==> src/design/assert_macros.svh <==
// Assertion macros shared by the blitter design files.
// No dependencies; included by the modules that check their own logic.
`ifndef ASSERT_MACROS_SVH
`define ASSERT_MACROS_SVH

`ifndef SYNTH
// The consequent must hold in the same cycle as the antecedent.
`define ASSERT_SAME(lbl, clk, rst, ante, cons) \
   lbl: assert property (@(posedge clk) disable iff (rst) (ante) |-> (cons)) \
      else $error("same-cycle assertion failed");
// The consequent must hold in the cycle after the antecedent.
`define ASSERT_NEXT(lbl, clk, rst, ante, cons) \
   lbl: assert property (@(posedge clk) disable iff (rst) (ante) |=> (cons)) \
      else $error("next-cycle assertion failed");
`else
`define ASSERT_SAME(lbl, clk, rst, ante, cons)
`define ASSERT_NEXT(lbl, clk, rst, ante, cons)
`endif

`endif

==> src/design/cpb_pkg.sv <==
// Types and codes of the clipped palette blitter.
// No dependencies; used by cpb_walk and the top level.
package cpb_pkg;

   localparam int COORD_BITS = 12;
   localparam int ADDR_BITS  = 22;
   localparam int COLOR_BITS = 32;

   // Request command codes.
   localparam logic [2:0] CMD_GLYPH   = 3'd0;
   localparam logic [2:0] CMD_PICTURE = 3'd1;
   localparam logic [2:0] CMD_FILL    = 3'd2;
   localparam logic [2:0] CMD_PALETTE = 3'd3;
   localparam logic [2:0] CMD_STEP    = 3'd4;

   // Draw modes.
   localparam logic [1:0] MODE_IDLE    = 2'd0;
   localparam logic [1:0] MODE_GLYPH   = 2'd1;
   localparam logic [1:0] MODE_PICTURE = 2'd2;
   localparam logic [1:0] MODE_FILL    = 2'd3;

   // Color keys.
   localparam logic [7:0] KEY_GLYPH   = 8'h00;
   localparam logic [7:0] KEY_PICTURE = 8'hff;

   // Configuration register indexes.
   localparam logic CSR_SCREEN_WIDTH  = 1'b0;
   localparam logic CSR_SCREEN_HEIGHT = 1'b1;

   typedef struct packed {
      logic [2:0]                   cmd;
      logic signed [COORD_BITS-1:0] pos_x;
      logic signed [COORD_BITS-1:0] pos_y;
      logic [COORD_BITS-1:0]        area_width;
      logic [COORD_BITS-1:0]        area_height;
      logic [7:0]                   source_pixel;
      logic [7:0]                   red;
      logic [7:0]                   green;
      logic [7:0]                   blue;
      logic [COLOR_BITS-1:0]        palette_value;
   } req_type;

   typedef struct packed {
      logic                  write_enable;
      logic [ADDR_BITS-1:0]  pixel_address;
      logic [COLOR_BITS-1:0] color;
      logic                  last;
   } rsp_type;

   // One step position as the walker hands it to the pipeline.
   typedef struct packed {
      logic                  valid;
      logic                  on_screen;
      logic                  opaque;
      logic                  is_fill;
      logic                  last;
      logic [COORD_BITS-1:0] sx;
      logic [COORD_BITS-1:0] sy;
      logic [COLOR_BITS-1:0] fill_color;
   } step_type;

endpackage

==> src/design/cpb_walk.sv <==
// Draw state of the blitter: begins commands, walks positions in raster order, clips.
// Depends on cpb_pkg and assert_macros.svh.
`include "assert_macros.svh"

module cpb_walk #(
   parameter int GLYPH_SIZE = 8
) (
   input  logic                          clock,
   input  logic                          reset,
   input  logic                          accept,
   input  cpb_pkg::req_type              item,
   input  logic [cpb_pkg::COORD_BITS-1:0] screen_width,
   input  logic [cpb_pkg::COORD_BITS-1:0] screen_height,
   output cpb_pkg::step_type             step
);
   import cpb_pkg::*;

   localparam int SW = COORD_BITS + 2;

   logic [1:0]                   mode_ff, mode_in;
   logic signed [COORD_BITS-1:0] origin_x_ff, origin_x_in;
   logic signed [COORD_BITS-1:0] origin_y_ff, origin_y_in;
   logic [COORD_BITS-1:0]        extent_w_ff, extent_w_in;
   logic [COORD_BITS-1:0]        extent_h_ff, extent_h_in;
   logic [COORD_BITS-1:0]        column_ff, column_in;
   logic [COORD_BITS-1:0]        row_ff, row_in;
   logic [COLOR_BITS-1:0]        fill_color_ff, fill_color_in;

   logic signed [SW-1:0] sx;
   logic signed [SW-1:0] sy;
   logic [COORD_BITS:0]  column_next;
   logic [COORD_BITS:0]  row_next;
   logic                 row_end;
   logic                 is_begin;
   logic                 is_step;
   logic [1:0]           begin_mode;

   always_comb begin
      sx = SW'(origin_x_ff) + SW'({2'b00, column_ff});
      sy = SW'(origin_y_ff) + SW'({2'b00, row_ff});
      column_next = {1'b0, column_ff} + (COORD_BITS+1)'(1);
      row_next = {1'b0, row_ff} + (COORD_BITS+1)'(1);
      row_end = column_next >= {1'b0, extent_w_ff};

      step.valid = item.cmd == CMD_STEP && mode_ff != MODE_IDLE;
      step.on_screen = !sx[SW-1] && !sy[SW-1]
         && sx[SW-2:0] < (SW-1)'(screen_width)
         && sy[SW-2:0] < (SW-1)'(screen_height);
      step.is_fill = mode_ff == MODE_FILL;
      step.opaque = (mode_ff == MODE_FILL)
         || (item.source_pixel != ((mode_ff == MODE_GLYPH) ? KEY_GLYPH : KEY_PICTURE));
      step.last = row_end && row_next >= {1'b0, extent_h_ff};
      step.sx = sx[COORD_BITS-1:0];
      step.sy = sy[COORD_BITS-1:0];
      step.fill_color = fill_color_ff;
   end

   always_comb begin
      is_begin = item.cmd == CMD_GLYPH || item.cmd == CMD_PICTURE || item.cmd == CMD_FILL;
      is_step = step.valid;
      begin_mode = item.cmd[1:0] + 2'd1;

      mode_in = mode_ff;
      origin_x_in = origin_x_ff;
      origin_y_in = origin_y_ff;
      extent_w_in = extent_w_ff;
      extent_h_in = extent_h_ff;
      column_in = column_ff;
      row_in = row_ff;
      fill_color_in = fill_color_ff;

      if (accept && is_begin) begin
         origin_x_in = item.pos_x;
         origin_y_in = item.pos_y;
         if (item.cmd == CMD_GLYPH) begin
            extent_w_in = COORD_BITS'(GLYPH_SIZE);
            extent_h_in = COORD_BITS'(GLYPH_SIZE);
         end else begin
            extent_w_in = item.area_width;
            extent_h_in = item.area_height;
         end
         if (item.cmd == CMD_FILL) begin
            fill_color_in = {8'hff, item.red, item.green, item.blue};
         end
         column_in = '0;
         row_in = '0;
         mode_in = (extent_w_in == '0 || extent_h_in == '0) ? MODE_IDLE : begin_mode;
      end else if (accept && is_step) begin
         if (step.last) begin
            mode_in = MODE_IDLE;
            column_in = '0;
            row_in = '0;
         end else if (row_end) begin
            column_in = '0;
            row_in = row_next[COORD_BITS-1:0];
         end else begin
            column_in = column_next[COORD_BITS-1:0];
         end
      end
   end

   always_ff @(posedge clock) begin
      if (reset) begin
         mode_ff <= MODE_IDLE;
         origin_x_ff <= '0;
         origin_y_ff <= '0;
         extent_w_ff <= '0;
         extent_h_ff <= '0;
         column_ff <= '0;
         row_ff <= '0;
         fill_color_ff <= '0;
      end else begin
         mode_ff <= mode_in;
         origin_x_ff <= origin_x_in;
         origin_y_ff <= origin_y_in;
         extent_w_ff <= extent_w_in;
         extent_h_ff <= extent_h_in;
         column_ff <= column_in;
         row_ff <= row_in;
         fill_color_ff <= fill_color_in;
      end
   end

   // An active draw always has a nonempty area to walk.
   `ASSERT_SAME(a_active_nonempty, clock, reset, mode_ff != MODE_IDLE,
      extent_w_ff != '0 && extent_h_ff != '0)
   // Taking the final position of a draw returns the walker to idle.
   `ASSERT_NEXT(a_last_goes_idle, clock, reset, accept && step.valid && step.last,
      mode_ff == MODE_IDLE && column_ff == '0 && row_ff == '0)

endmodule

==> config.mk <==
export PLATFORM = sky130hd
export DESIGN_NAME = cpb_walk
export DESIGN_NICKNAME = d
export VERILOG_FILES = /design/src/design/cpb_pkg.sv /design/src/design/cpb_walk.sv
export VERILOG_INCLUDE_DIRS = /design/src /design/src/design
export SDC_FILE = /design/constraint.sdc
export NUM_CORES = 1
export LEC_CHECK = 0
export BUFFER_PORTS_ARGS = -buffer_cell sky130_fd_sc_hd__clkbuf_2
export CELL_PAD_IN_SITES_DETAIL_PLACEMENT = 2
export CELL_PAD_IN_SITES_GLOBAL_PLACEMENT = 2
export CORE_MARGIN = 3
export CORE_UTILIZATION = 26
export CTS_CLUSTER_DIAMETER = 50
export DETAILED_ROUTE_END_ITERATION = 12
export PLACE_DENSITY_LB_ADDON = 0.1
export SYNTH_ARGS = -nofsm -noshare
export SYNTH_HDL_FRONTEND = slang
export SYNTH_SLANG_ARGS = --single-unit
==> constraint.sdc <==
create_clock -name clock -period 3.45 [get_ports clock]
set_input_delay 0.5175 -clock clock [delete_from_list [all_inputs] [get_ports clock]]
set_output_delay 0.5175 -clock clock [all_outputs]
set_load 0.02 [all_outputs]
==> flow_metrics.env <==
export IMPL_numCtsBuffers=9
export IMPL_min_period_ps=4090
export IMPL_drt_total_wl_microns=21500
export IMPL_cts_hold_fix_buffers=0
export IMPL_syn_instance_count=801
export IMPL_syn_area_sq_mm=0.00636
export IMPL_worstPathRequired_ps=2930
export IMPL_seq_area_sq_mm=0.00200
export IMPL_ys_warn_count=0
export IMPL_n_fill_cell=2804
export IMPL_multi_input_area_sq_mm=0.00433
export IMPL_post_dp_hpwl_microns=16800
export IMPL_drive_gt1_share_pct=34.6
export IMPL_vdd_drop_max_uv=220
export IMPL_synth_edff_count=0
export IMPL_coreArea_sq_mm=0.0238
export IMPL_setup_slack_ps=-637
export IMPL_clockRootBuffer="clkbuf_16"
export IMPL_grt_max_degree=51
export IMPL_vias=6383
export IMPL_fp_dieW_microns=162
export IMPL_cp_max_fo=3
export IMPL_crit_type="flop to output pin"
export IMPL_path_clk_slew_ps=80
export IMPL_clkSinkCount=99
export IMPL_syn_to_final_growth_pct=40.7
export IMPL_die_area_sq_mm=0.0264
export IMPL_syn_nets=1022
export IMPL_antenna_found_initial=0
export IMPL_grt_pass1_wl_microns=34900
export IMPL_worst_pin_slew_ps=833
export IMPL_setup_viol=2
export IMPL_hold_viol_final=0
export IMPL_ys_seq_area_share_pct=31.2
export IMPL_grt_pass1_vias=6733
export IMPL_track_usage_pct=16.3
export IMPL_cap_violations=0
export IMPL_min_period_over_period_pct=118
export IMPL_ant_nets=0
export IMPL_via_per_inst=4.65
export IMPL_start_util_pct=26.8
export IMPL_wl_per_cell_microns=15.7
export IMPL_die_y_microns=162
export IMPL_rsz0062_at_grt="yes"
export IMPL_min_path_cells=3
export IMPL_leakagePower_nw=4.21
export IMPL_ys_ff_latch=99
export IMPL_crit_path_end_kind="output pin"
export IMPL_overflow=0
export IMPL_n_antenna_cell=0
export IMPL_dp_cells=1344
export IMPL_drv_slew=0
export IMPL_post_route_drc_count=0
export IMPL_cp_start_kind="flop"
export IMPL_rows=56
export IMPL_first_pass_iters=4
export IMPL_stdcell_count=1373
export IMPL_min_path_type="primary input to flop"
export IMPL_rr_worst_depth=16
export IMPL_ioPinCount=203
export IMPL_worst_clock_skew_ps=8.84
export IMPL_holdWs_ps=366
export IMPL_io_buffers=170
export IMPL_violations="negative setup slack"
export IMPL_nNetsFinal=1270
export IMPL_status="finished with violations"
export IMPL_drt_iter0_markers=138
export IMPL_powerDensity_mw_per_mm2=299
export IMPL_syn_avg_cell_area_sq_um=7.94
export IMPL_cts_tree="yes"
export IMPL_ys_flop_type="dfxtp_1"
export IMPL_htreeDepth=3
export IMPL_max_freq_mhz=245
export IMPL_async_flop_share_pct=0
export IMPL_clock_latency_ps=360
export IMPL_cp_arrival_ps=3570
export IMPL_place_congestion=0.753
export IMPL_ys_types=60
export IMPL_timing_slew_headroom_pct=44.4
export IMPL_cts_max_path_buffers=2
==> final timing paths <==
path                        to  slack (ps)      startpoint
max                   step[59]        -640       row_ff[0]
min          fill_color_ff[10]         370        item[42]
max reg2reg          row_ff[3]         130       row_ff[0]
min reg2reg     extent_w_ff[8]         460  extent_w_ff[8]
==> cells in the final DEF, fill, tap and decap left out, drive strengths merged, types with 3 or more instances in the layout <==
| cell | instances |
|---|---|
| o21ai | 13 |
| ha | 77 |
| nand3 | 35 |
| o2bb2ai | 3 |
| dfxtp | 99 |
| nand2 | 150 |
| a2111oi | 3 |
| o21a | 10 |
| o41ai | 3 |
| o31a | 4 |
| clkbuf | 177 |
| clkinv | 3 |
| nor3 | 10 |
| nor4 | 10 |
| inv | 59 |
| nor2b | 10 |
| xnor2 | 25 |
| nand4 | 4 |
| nor3b | 3 |
| buf | 109 |
| o211ai | 3 |
| nor2 | 42 |
| a32o | 8 |
| and3 | 7 |
| a211oi | 7 |
| and2 | 5 |
| nand2b | 7 |
| or3 | 5 |
| xor2 | 24 |
| a31oi | 4 |
| a21oi | 94 |
| a21o | 10 |
==> sequential cells by signal (all words and copies together), names as in the netlist <==
| register | count |
|---|---|
| row_ff | 12 |
| mode_ff | 2 |
| column_ff | 12 |
| origin_x_ff | 12 |
| extent_h_ff | 12 |
| origin_y_ff | 12 |
| extent_w_ff | 12 |
| fill_color_ff | 25 |
==> cell families after synthesis <==
group           share of synthesized area [%]
flops                                    31.2
fa+ha+maj                                15.8
mux                                     0.157
xor+xnor                                 6.75
compound gates                           18.6
buf+inv                                  6.30
simple gates                             21.3
==> Yosys cell counts (8+ instances only) <==
| cell type | n | area share (%) |
|---|---|---|
| o21a_1 | 10 | 1.2 |
| buf_4 | 8 | 0.94 |
| clkbuf_1 | 25 | 1.5 |
| nand2_1 | 150 | 8.9 |
| inv_1 | 56 | 3.3 |
| a21o_1 | 10 | 1.2 |
| a21oi_1 | 93 | 7.3 |
| ha_1 | 77 | 15 |
| xnor2_1 | 25 | 3.4 |
| nor2b_1 | 9 | 0.89 |
| xor2_1 | 24 | 3.3 |
| o21ai_0 | 12 | 0.94 |
| dfxtp_1 | 99 | 31 |
| nor3_1 | 10 | 0.79 |
| nor4_1 | 10 | 0.98 |
| nand3_1 | 34 | 2.7 |
| nor2_1 | 41 | 2.4 |
| a32o_1 | 8 | 1.3 |
==> power breakdown <==
group | total (W) | leakage (nW) | internal (W) | switching (W)
clock network | 0.00104 | 0.143 | 0.000512 | 0.000526
registers | 0.00119 | 0.806 | 0.00117 | 0.0000191
logic | 0.000445 | 3.26 | 0.000201 | 0.000244
==> per-layer routing <==
| layer | GRT usage [%] | wire [microns] | up-vias |
|---|---|---|---|
| li1 | - | - | 3246 |
| met1 | 21.8 | 10300 | 3004 |
| met2 | 26.5 | 9800 | 120 |
| met3 | 3.84 | 1160 | 13 |
| met4 | 4.07 | 228 | 0 |
| met5 | 0 | 0 | - |
==> final cells by class <==
type                       count  share of cell area [%]
timing repair buffer         277                    19.2
clock buffer                   9                    2.52
clock inverter                 7                   0.811
inverter                      56                    2.35
sequential                    99                    22.3
tap                          319                    4.46
multi-input combinational    606                    48.4
==> metrics by stage <==
step | TNS, ps | power [W] | utilization (%) | setup WS [ps] | cell area [sq um]
2_1_floorplan | -212 | 0.00144 | - | -212 | 6430
3_3_place_gp | -563 | 0.00163 | 34.7 | -332 | 8230
3_5_place_dp | -820 | 0.00164 | 34.7 | -511 | 8230
4_1_cts | -783 | 0.00272 | 36.9 | -633 | 8770
5_1_grt | -1250 | 0.00282 | 37.7 | -846 | 8950
6_report | -861 | 0.00267 | 37.7 | -637 | 8950
==> worst max-delay path, stage by stage (launching register included) <==
cell       delay, ps
dfxtp_2          340
ha_4             160
fa_2             370
a211oi_2         300
nor2_2            80
o31a_1           310
o221ai_2         170
o21bai_1         120
xor2_1           180
ha_2             190
a211oi_2         190
o21ai_1          120
a2111oi_2        300
o2111a_2         270
buf_8            110
==> timing repair <==
action,in CTS,in global routing
endpoints found under the setup margin,15,14
buffers inserted,5,9
gates resized for setup,44,27
pin swaps,19,26
Power figures use the tool's default switching activity.
